File: src/hdl/slkf_pkg.sv
`timescale 1ns / 1ps
// ----------------------------------------------------------------------------
// slkf_pkg
// Shared types, constants and match helpers for the script line keyword
// flagger: payload structs, keyword patterns, character classes.
// ----------------------------------------------------------------------------
package slkf_pkg;

  // Line counter width; the reported line number carries its low 32 bits
  localparam int LINE_COUNT_BITS = 32;
  localparam int LINE_NUM_OUT_BITS = 32;

  // Character window: eleven previous bytes plus the current byte
  localparam int WIN_DEPTH  = 11;
  localparam int VIEW_DEPTH = WIN_DEPTH + 1;
  localparam int WIN_BITS   = WIN_DEPTH * 8;
  localparam int VIEW_BITS  = VIEW_DEPTH * 8;

  // Result queue between scanner and output stage
  localparam int FIFO_DEPTH = 4;
  localparam int FIFO_AW    = $clog2(FIFO_DEPTH);
  localparam int FIFO_CW    = $clog2(FIFO_DEPTH + 1);

  // Check bit positions, lowest number wins as the reported reason
  localparam int NUM_CHECKS  = 6;
  localparam int HIT_GETN    = 0;
  localparam int HIT_MOD     = 1;
  localparam int HIT_GFIND   = 2;
  localparam int HIT_UNPACK  = 3;
  localparam int HIT_ENVMOD  = 4;
  localparam int HIT_SLASH   = 5;

  // Keyword patterns; the last character sits in the lowest byte
  localparam logic [VIEW_BITS-1:0] PAT_GETN    = VIEW_BITS'("table.getn");
  localparam logic [VIEW_BITS-1:0] PAT_MOD     = VIEW_BITS'("math.mod");
  localparam logic [VIEW_BITS-1:0] PAT_GFIND   = VIEW_BITS'("string.gfind");
  localparam logic [VIEW_BITS-1:0] PAT_UNPACK  = VIEW_BITS'("unpack");
  localparam logic [VIEW_BITS-1:0] PAT_MODULE  = VIEW_BITS'("module");
  localparam logic [VIEW_BITS-1:0] PAT_SETFENV = VIEW_BITS'("setfenv");
  localparam logic [VIEW_BITS-1:0] PAT_GETFENV = VIEW_BITS'("getfenv");

  localparam int LEN_GETN    = 10;
  localparam int LEN_MOD     = 8;
  localparam int LEN_GFIND   = 12;
  localparam int LEN_UNPACK  = 6;
  localparam int LEN_MODULE  = 6;
  localparam int LEN_FENV    = 7;

  localparam logic [7:0] CH_SLASH  = 8'h2F;
  localparam logic [7:0] CH_LPAREN = 8'h28;
  localparam logic [7:0] CH_TAB    = 8'h09;
  localparam logic [7:0] CH_CR     = 8'h0D;
  localparam logic [7:0] CH_SPACE  = 8'h20;

  typedef logic [LINE_COUNT_BITS-1:0] line_cnt_t;
  typedef logic [NUM_CHECKS-1:0]      hit_vec_t;

  typedef struct packed {
    logic [7:0] ch;
    logic       line_end;
  } item_t;

  typedef struct packed {
    logic [2:0]                   reason;
    logic [LINE_NUM_OUT_BITS-1:0] line_no;
  } result_t;

  typedef struct packed {
    logic    valid;
    result_t data;
  } q_wr_t;

  // True when the newest len bytes of the view equal the pattern tail
  function automatic logic tail_is(input logic [VIEW_BITS-1:0] view,
                                   input logic [VIEW_BITS-1:0] pat,
                                   input int unsigned len);
    logic ok;
    ok = 1'b1;
    for (int k = 0; k < VIEW_DEPTH; k++) begin
      if (k < len && view[8*k +: 8] != pat[8*k +: 8]) begin
        ok = 1'b0;
      end
    end
    return ok;
  endfunction

  function automatic logic is_word(input logic [7:0] c);
    return (c >= "a" && c <= "z") || (c >= "A" && c <= "Z") ||
           (c >= "0" && c <= "9") || c == "_";
  endfunction

  function automatic logic is_space(input logic [7:0] c);
    return (c >= CH_TAB && c <= CH_CR) || c == CH_SPACE;
  endfunction

  // Lowest set check index
  function automatic logic [2:0] first_hit(input hit_vec_t f);
    logic [2:0] r;
    r = '0;
    for (int i = NUM_CHECKS - 1; i >= 0; i--) begin
      if (f[i]) begin
        r = 3'(i);
      end
    end
    return r;
  endfunction

endpackage

File: src/hdl/script_line_keyword_flagger_core.sv
`timescale 1ns / 1ps
// ----------------------------------------------------------------------------
// script_line_keyword_flagger_core
// Scans script text one byte per transfer and reports lines that hold a
// deprecated call or a slash, with the reason code and one-based line number.
//
//   Channel  Handshake     Payload
//   input    push / full   item   : ch[7:0], line_end
//   result   empty / pop   result : reason[2:0], line_no[31:0]
//
// One input transfer per cycle while full is low; the keyword comparators
// work on the window in the same cycle as the byte arrives.
// A flagged line end passes through the result queue and the output
// register before it shows on the result ports: it enters the queue at the
// transfer edge and moves into the output register once that is free.
// full rises only when the four-entry result queue is full; the output
// register and queue absorb stalls on the result side.
// rst clears the window, flags, line counter, queue and output valid flag.
// ----------------------------------------------------------------------------
module script_line_keyword_flagger_core (
  input  logic              clk,
  input  logic              rst,
  input  logic              push,
  output logic              full,
  input  slkf_pkg::item_t   item,
  output logic              empty,
  input  logic              pop,
  output slkf_pkg::result_t result
);
  import slkf_pkg::*;

  q_wr_t   q_wr;
  logic    q_rd;
  logic    q_empty;
  result_t q_data;
  logic    accept;

  assign accept = push && !full;

  slkf_scan u_scan (
    .clk    (clk),
    .rst    (rst),
    .accept (accept),
    .item   (item),
    .wr     (q_wr)
  );

  slkf_fifo u_fifo (
    .clk     (clk),
    .rst     (rst),
    .wr      (q_wr),
    .full    (full),
    .rd      (q_rd),
    .empty   (q_empty),
    .rd_data (q_data)
  );

  slkf_out u_out (
    .clk     (clk),
    .rst     (rst),
    .q_empty (q_empty),
    .q_data  (q_data),
    .q_rd    (q_rd),
    .empty   (empty),
    .pop     (pop),
    .result  (result)
  );

endmodule

File: src/hdl/slkf_scan.sv
`timescale 1ns / 1ps
// ----------------------------------------------------------------------------
// slkf_scan
// Front end: shifts characters through the window, runs the fixed keyword
// comparators, keeps per-line hit flags and the line counter, and writes a
// result into the queue at each flagged line end.
// ----------------------------------------------------------------------------
module slkf_scan (
  input  logic           clk,
  input  logic           rst,
  input  logic           accept,
  input  slkf_pkg::item_t item,
  output slkf_pkg::q_wr_t wr
);
  import slkf_pkg::*;

  logic [WIN_BITS-1:0]  recent;
  hit_vec_t             flags;
  logic                 waiting;
  line_cnt_t            count;

  logic [VIEW_BITS-1:0] view;
  hit_vec_t             hits;
  logic                 waiting_next;
  line_cnt_t            count_next;

  // Compare the window against every pattern
  always_comb begin
    view = {recent, item.ch};
    hits = '0;
    hits[HIT_GETN]   = tail_is(view, PAT_GETN, LEN_GETN);
    hits[HIT_MOD]    = tail_is(view, PAT_MOD, LEN_MOD);
    hits[HIT_GFIND]  = tail_is(view, PAT_GFIND, LEN_GFIND);
    hits[HIT_UNPACK] = waiting && item.ch == CH_LPAREN;
    hits[HIT_ENVMOD] = tail_is(view, PAT_MODULE, LEN_MODULE) ||
                       tail_is(view, PAT_SETFENV, LEN_FENV) ||
                       tail_is(view, PAT_GETFENV, LEN_FENV);
    hits[HIT_SLASH]  = item.ch == CH_SLASH;
    // Arm on a word-boundary "unpack", keep armed only across whitespace
    waiting_next = (waiting && is_space(item.ch)) ||
                   (tail_is(view, PAT_UNPACK, LEN_UNPACK) &&
                    !is_word(view[8*LEN_UNPACK +: 8]));
    count_next = count + 1'b1;
  end

  // Emit a result at a line end with any hit
  always_comb begin
    wr.valid        = accept && item.line_end && (flags != '0);
    wr.data.reason  = first_hit(flags);
    wr.data.line_no = LINE_NUM_OUT_BITS'(count_next);
  end

  // Advance line state
  always_ff @(posedge clk) begin
    if (rst) begin
      recent  <= '0;
      flags   <= '0;
      waiting <= 1'b0;
      count   <= '0;
    end else if (accept) begin
      if (item.line_end) begin
        recent  <= '0;
        flags   <= '0;
        waiting <= 1'b0;
        count   <= count_next;
      end else begin
        recent  <= view[WIN_BITS-1:0];
        flags   <= flags | hits;
        waiting <= waiting_next;
      end
    end
  end

`ifndef ASSERT_OFF
  a_line_clears: assert property (@(posedge clk) disable iff (rst)
    accept && item.line_end |=> flags == '0 && !waiting && recent == '0)
    else $error("line state not cleared at line end");
  a_count_step: assert property (@(posedge clk) disable iff (rst)
    accept && item.line_end |=> count == $past(count) + 1'b1)
    else $error("line counter did not advance at line end");
`endif

endmodule

File: src/hdl/slkf_fifo.sv
`timescale 1ns / 1ps
// ----------------------------------------------------------------------------
// slkf_fifo
// Short result queue between the scanner and the output stage.
// ----------------------------------------------------------------------------
module slkf_fifo (
  input  logic              clk,
  input  logic              rst,
  input  slkf_pkg::q_wr_t   wr,
  output logic              full,
  input  logic              rd,
  output logic              empty,
  output slkf_pkg::result_t rd_data
);
  import slkf_pkg::*;

  result_t              slots [FIFO_DEPTH];
  logic [FIFO_AW-1:0]   wptr;
  logic [FIFO_AW-1:0]   rptr;
  logic [FIFO_CW-1:0]   count;
  logic                 do_wr;
  logic                 do_rd;

  assign full    = count == FIFO_CW'(FIFO_DEPTH);
  assign empty   = count == '0;
  assign do_wr   = wr.valid && !full;
  assign do_rd   = rd && !empty;
  assign rd_data = slots[rptr];

  // Store incoming results
  always_ff @(posedge clk) begin
    if (do_wr) begin
      slots[wptr] <= wr.data;
    end
  end

  // Advance pointers and fill count
  always_ff @(posedge clk) begin
    if (rst) begin
      wptr  <= '0;
      rptr  <= '0;
      count <= '0;
    end else begin
      if (do_wr) begin
        wptr <= (wptr == FIFO_AW'(FIFO_DEPTH - 1)) ? '0 : wptr + 1'b1;
      end
      if (do_rd) begin
        rptr <= (rptr == FIFO_AW'(FIFO_DEPTH - 1)) ? '0 : rptr + 1'b1;
      end
      if (do_wr && !do_rd) begin
        count <= count + 1'b1;
      end else if (do_rd && !do_wr) begin
        count <= count - 1'b1;
      end
    end
  end

`ifndef ASSERT_OFF
  a_no_overflow: assert property (@(posedge clk) disable iff (rst)
    !(wr.valid && full))
    else $error("result written into a full queue");
  a_ptr_gap: assert property (@(posedge clk) disable iff (rst)
    (count == '0 || count == FIFO_CW'(FIFO_DEPTH)) |-> wptr == rptr)
    else $error("queue pointers disagree with fill count");
`endif

endmodule

File: src/hdl/slkf_out.sv
`timescale 1ns / 1ps
// ----------------------------------------------------------------------------
// slkf_out
// Back end: output register that presents the oldest result and refills
// from the queue in the cycle it is taken.
// ----------------------------------------------------------------------------
module slkf_out (
  input  logic              clk,
  input  logic              rst,
  input  logic              q_empty,
  input  slkf_pkg::result_t q_data,
  output logic              q_rd,
  output logic              empty,
  input  logic              pop,
  output slkf_pkg::result_t result
);
  import slkf_pkg::*;

  logic valid;

  // Refill when the register is free or being taken
  assign q_rd  = !q_empty && (!valid || pop);
  assign empty = !valid;

  always_ff @(posedge clk) begin
    if (rst) begin
      valid <= 1'b0;
    end else if (q_rd) begin
      valid <= 1'b1;
    end else if (pop) begin
      valid <= 1'b0;
    end
  end

  always_ff @(posedge clk) begin
    if (q_rd) begin
      result <= q_data;
    end
  end

`ifndef ASSERT_OFF
  a_refill: assert property (@(posedge clk) disable iff (rst)
    !q_empty && !valid |=> valid)
    else $error("output register not refilled from waiting queue");
`endif

endmodule
File: config.mk
export PLATFORM = sky130hd
export DESIGN_NAME = script_line_keyword_flagger_core
export DESIGN_NICKNAME = d
export VERILOG_FILES = /design/src/hdl/slkf_pkg.sv /design/src/hdl/script_line_keyword_flagger_core.sv /design/src/hdl/slkf_scan.sv /design/src/hdl/slkf_fifo.sv /design/src/hdl/slkf_out.sv
export SDC_FILE = /design/constraint.sdc
export NUM_CORES = 1
export LEC_CHECK = 0
export BUFFER_PORTS_ARGS = -buffer_cell sky130_fd_sc_hd__buf_2
export CAP_MARGIN = 20
export CELL_PAD_IN_SITES_DETAIL_PLACEMENT = 0
export CELL_PAD_IN_SITES_GLOBAL_PLACEMENT = 1
export CORE_MARGIN = 2
export CORE_UTILIZATION = 33
export CTS_CLUSTER_SIZE = 12
export DETAILED_ROUTE_END_ITERATION = 6
export PLACE_DENSITY_LB_ADDON = 0.08
export SYNTH_ARGS = -nofsm -noshare
export SYNTH_HDL_FRONTEND = slang
export SYNTH_HIERARCHICAL = 1
export SYNTH_SLANG_ARGS = --single-unit
File: constraint.sdc
create_clock -name clk -period 8.44 [get_ports clk]
set_input_delay 0.422 -clock clk [delete_from_list [all_inputs] [get_ports clk]]
set_output_delay 0.422 -clock clk [all_outputs]
set_load 0.01 [all_outputs]
==> impl_metrics.toml <==
[cts]
cts_sinks = 312
cts_resized = 0
cts_hold_buf = 0
numCtsBuffers = 36
htreeDepth = 2
postCtsSetupBuffers = 0
root_buffer = "clkbuf_16"
cts_tree = "done"
cts_buffer_depth = 3
clk_latency_ns = 0.54
cts.clk_slew.worst_paths_ns = 0.06

[routing]
vias = 8134
drt_iter0_markers = 442
routedWlPerCell_um = 19.2
met3_length_mm = 1.03
top_layer = "met4"
routed_wl_mm = 31.4
ant_nets = 0
wl_met2_mm = 15.7
via_per_inst = 4.98
wl_met1_mm = 14.0
drc = 0
dr.pass1.iters = 5

[synthesis]
synthSimpleGateAreaFrac_pct = 16.7
synth_top_family_by_area = "simple AND/OR/NAND/NOR gates"
yosysSeqAreaShare_pct = 62.1
synthXorXnorAreaFrac_pct = 3.67
ys_types = 65
synth_compound_area_share_pct = 7.74
synth_cells = 1056
synth_ff_type = "edfxtp_1"
async_flop_share_pct = 0
synth_edf_count = 175
synth_area_sq_um = 12900
synth_mux_area_share_pct = 6.35
synth_fa_ha_area_share_pct = 0.835
syn_area_per_cell_sq_um = 12.2
ys_ff_latch = 312
ys_warn_count = 6
syn_nets = 1077

[worst_setup_path]
required_ns = 8.91
crit_path_end_kind = "register"
r2r_slack_ns = 4.62
crit_chain = "or3b_1 -> clkinv_4 -> nor2b_4 -> buf_4 -> inv_2 -> buf_4 -> nor2_1 -> a22oi_1 -> nor2_1"
crit_path_start_kind = "register"
worst-r2r-cell-count = 9
path_buf_inv = 4
path_max_fanout = 73
critPathTopFamily = "buffers and inverters"
crit_path_start = "u_fifo/count[0]$_SDFFE_PP0P_"
rr_endpoint = "u_scan/recent[5]$_SDFFE_PP0P_"
cp.arrival_ns = 4.29
reg2reg_from = "u_fifo/count[0]$_SDFFE_PP0P_"
crit_path_max_incr_delay_ns = 0.68
critPathKind = "register to register"
slowest_stage = "buf_4"

[floorplanning]
start_util_pct = 33.4
io_pins = 50
dieArea_sq_um = 40600
rows = 72
fp.coreArea_sq_um = 38600
die_y_um = 202
die_width_um = 202

[hold_path]
holdCritPathClass = "input pin to register"
holdPathStages = 3
whs_endpoint = "u_out/valid$_SDFFE_PP0P_"
holdCritStartpoint = "pop"

[grt]
overflow = 0
grt_util_all_layers_pct = 15.8
grt_max_degree = 74
antenna_found_initial = 0
grt_pass1_vias = 8410
grt_pass1_wl_mm = 49.9

[cells_and_area]
final_nets = 1111
multi_input_area_sq_um = 4560
drive_gt1_share_pct = 15.5
area_growth_pct = 14.4
seq_area_sq_um = 8000
layout_commonest_cell = "edfxtp_1"
fin_cells = 1634
diodes = 0
design_area_sq_um = 14700
mostFrequentLayoutCells = "175 x edfxtp_1, 155 x nor2_1, 135 x dfxtp_1"
n_fill_cell = 3834

[sta]
slew_viol_final = 0
holdWs_ns = 0.195
setup-violations-final = 0
setup_tns_ns = 0
clock_skew_ns = 0.00842
max_freq_ghz = 0.262
timing.slew.headroom_pct = 28.4
fin_crit_ns = 3.82
hold_violations = 0
rsz0062_at_grt = "no"
final.period_utilization_pct = 45.2
tightest_slew_ns = 1.07

[power_and_ir_drop]
power_density_nw_per_um2 = 213
static-leakage-power_nw = 4.79
ir_drop_mv = 0.126

[place]
dp.cells = 1568
dpl-instance-area_sq_um = 13600
hpwl_mm = 19.1
place_congestion = 0.778
port_buffers = 49

[flow_run]
max-cap-violations = 0

[outcome]
outcome = "finished, final reports clean"
==> power by group <==
| part | switching, mW | internal, mW |
|---|---|---|
| Combinational | 0.0487 | 0.0178 |
| Clock | 0.608 | 0.864 |
| Sequential | 0.00399 | 1.59 |
| Total | 0.660 | 2.47 |
==> how the worst max path moves through the flow <==
stage                                                to  slack (ns)  depth (start not counted)
final                     u_scan/recent[5]$_SDFFE_PP0P_        4.62                          9
after detailed placement  u_scan/recent[5]$_SDFFE_PP0P_        4.70                          9
after global placement    u_scan/recent[4]$_SDFFE_PP0P_        4.78                          9
after floorplan            u_fifo/count[2]$_SDFFE_PP0P_        4.72                          9
after CTS                  u_fifo/count[2]$_SDFFE_PP0P_        4.67                         14
after global routing      u_scan/recent[7]$_SDFFE_PP0P_        4.28                          9
==> metal layers <==
metal	GRT usage (%)	up-vias
met3	2.58	41
met5	0	-
li1	-	3968
met1	20.3	4009
met2	26.9	116
met4	5.46	0
==> metrics by stage <==
step,util (%),power [mW],setup WS (ns)
final,38.2,3.14,4.62
after global routing,38.2,3.26,4.28
after CTS,38.1,3.20,4.67
after detailed placement,35.2,1.70,4.70
after global placement,35.2,1.70,4.78
after floorplan,-,1.67,4.72
==> Yosys cell counts, types with 5 or more instances <==
master | instances | area, sq um
nor2_1 | 155 | 582
nor4b_1 | 7 | 61.3
mux4_2 | 35 | 788
nand4_1 | 20 | 125
buf_4 | 5 | 37.5
and4_1 | 5 | 43.8
or4_1 | 6 | 45.0
a22oi_1 | 8 | 60.1
nor4bb_1 | 6 | 60.1
a21oi_1 | 37 | 185
and3_2 | 5 | 37.5
ha_1 | 7 | 87.6
o21ai_0 | 11 | 55.1
clkbuf_1 | 53 | 199
nor2b_1 | 6 | 37.5
nand4b_1 | 6 | 52.6
inv_1 | 13 | 48.8
or3_1 | 7 | 43.8
nor3_1 | 19 | 95.1
dfxtp_1 | 137 | 2740
edfxtp_1 | 175 | 5260
o31ai_1 | 5 | 37.5
xnor2_1 | 29 | 254
nand2_1 | 105 | 394
nor4_1 | 19 | 119
xor2_1 | 25 | 219
a2bb2oi_1 | 63 | 552
nand3_1 | 22 | 110
nand3b_1 | 6 | 45.0
==> layout make-up <==
class | instances | area share [%]
Clock buffer | 53 | 6.89
Inverter | 15 | 0.416
Clock inverter | 11 | 0.620
Timing Repair Buffer | 60 | 2.46
Multi-Input combinational cell | 665 | 30.9
Tap cell | 518 | 4.40
Sequential cell | 312 | 54.3
==> state kept, by name, indices dropped and copies added, names as in the netlist, named ones only <==
name / count
u_fifo/count: 3
u_fifo/rptr: 2
u_fifo/slots: 140
u_fifo/wptr: 2
u_out/result: 35
u_out/valid: 1
u_scan/count: 32
u_scan/flags: 6
u_scan/recent: 88
u_scan/waiting: 1
==> cell families after synthesis <==
family                     count (synthesis)
DFF                                      312
adders and majority gates                  8
buffers and inverters                     79
muxes                                     38
xor gates and xnor gates                  54
and+or+nand+nor                          429
AOI/OAI and AO/OA                        136
==> worst reg2reg max path, stage by stage (launching register included) <==
cell	delay, ns
dfxtp_1	0.45
or3b_1	0.31
clkinv_4	0.11
nor2b_4	0.45
buf_4	0.69
inv_2	0.37
buf_4	0.46
nor2_1	0.65
a22oi_1	0.15
nor2_1	0.12
Power figures use the tool's default switching activity.
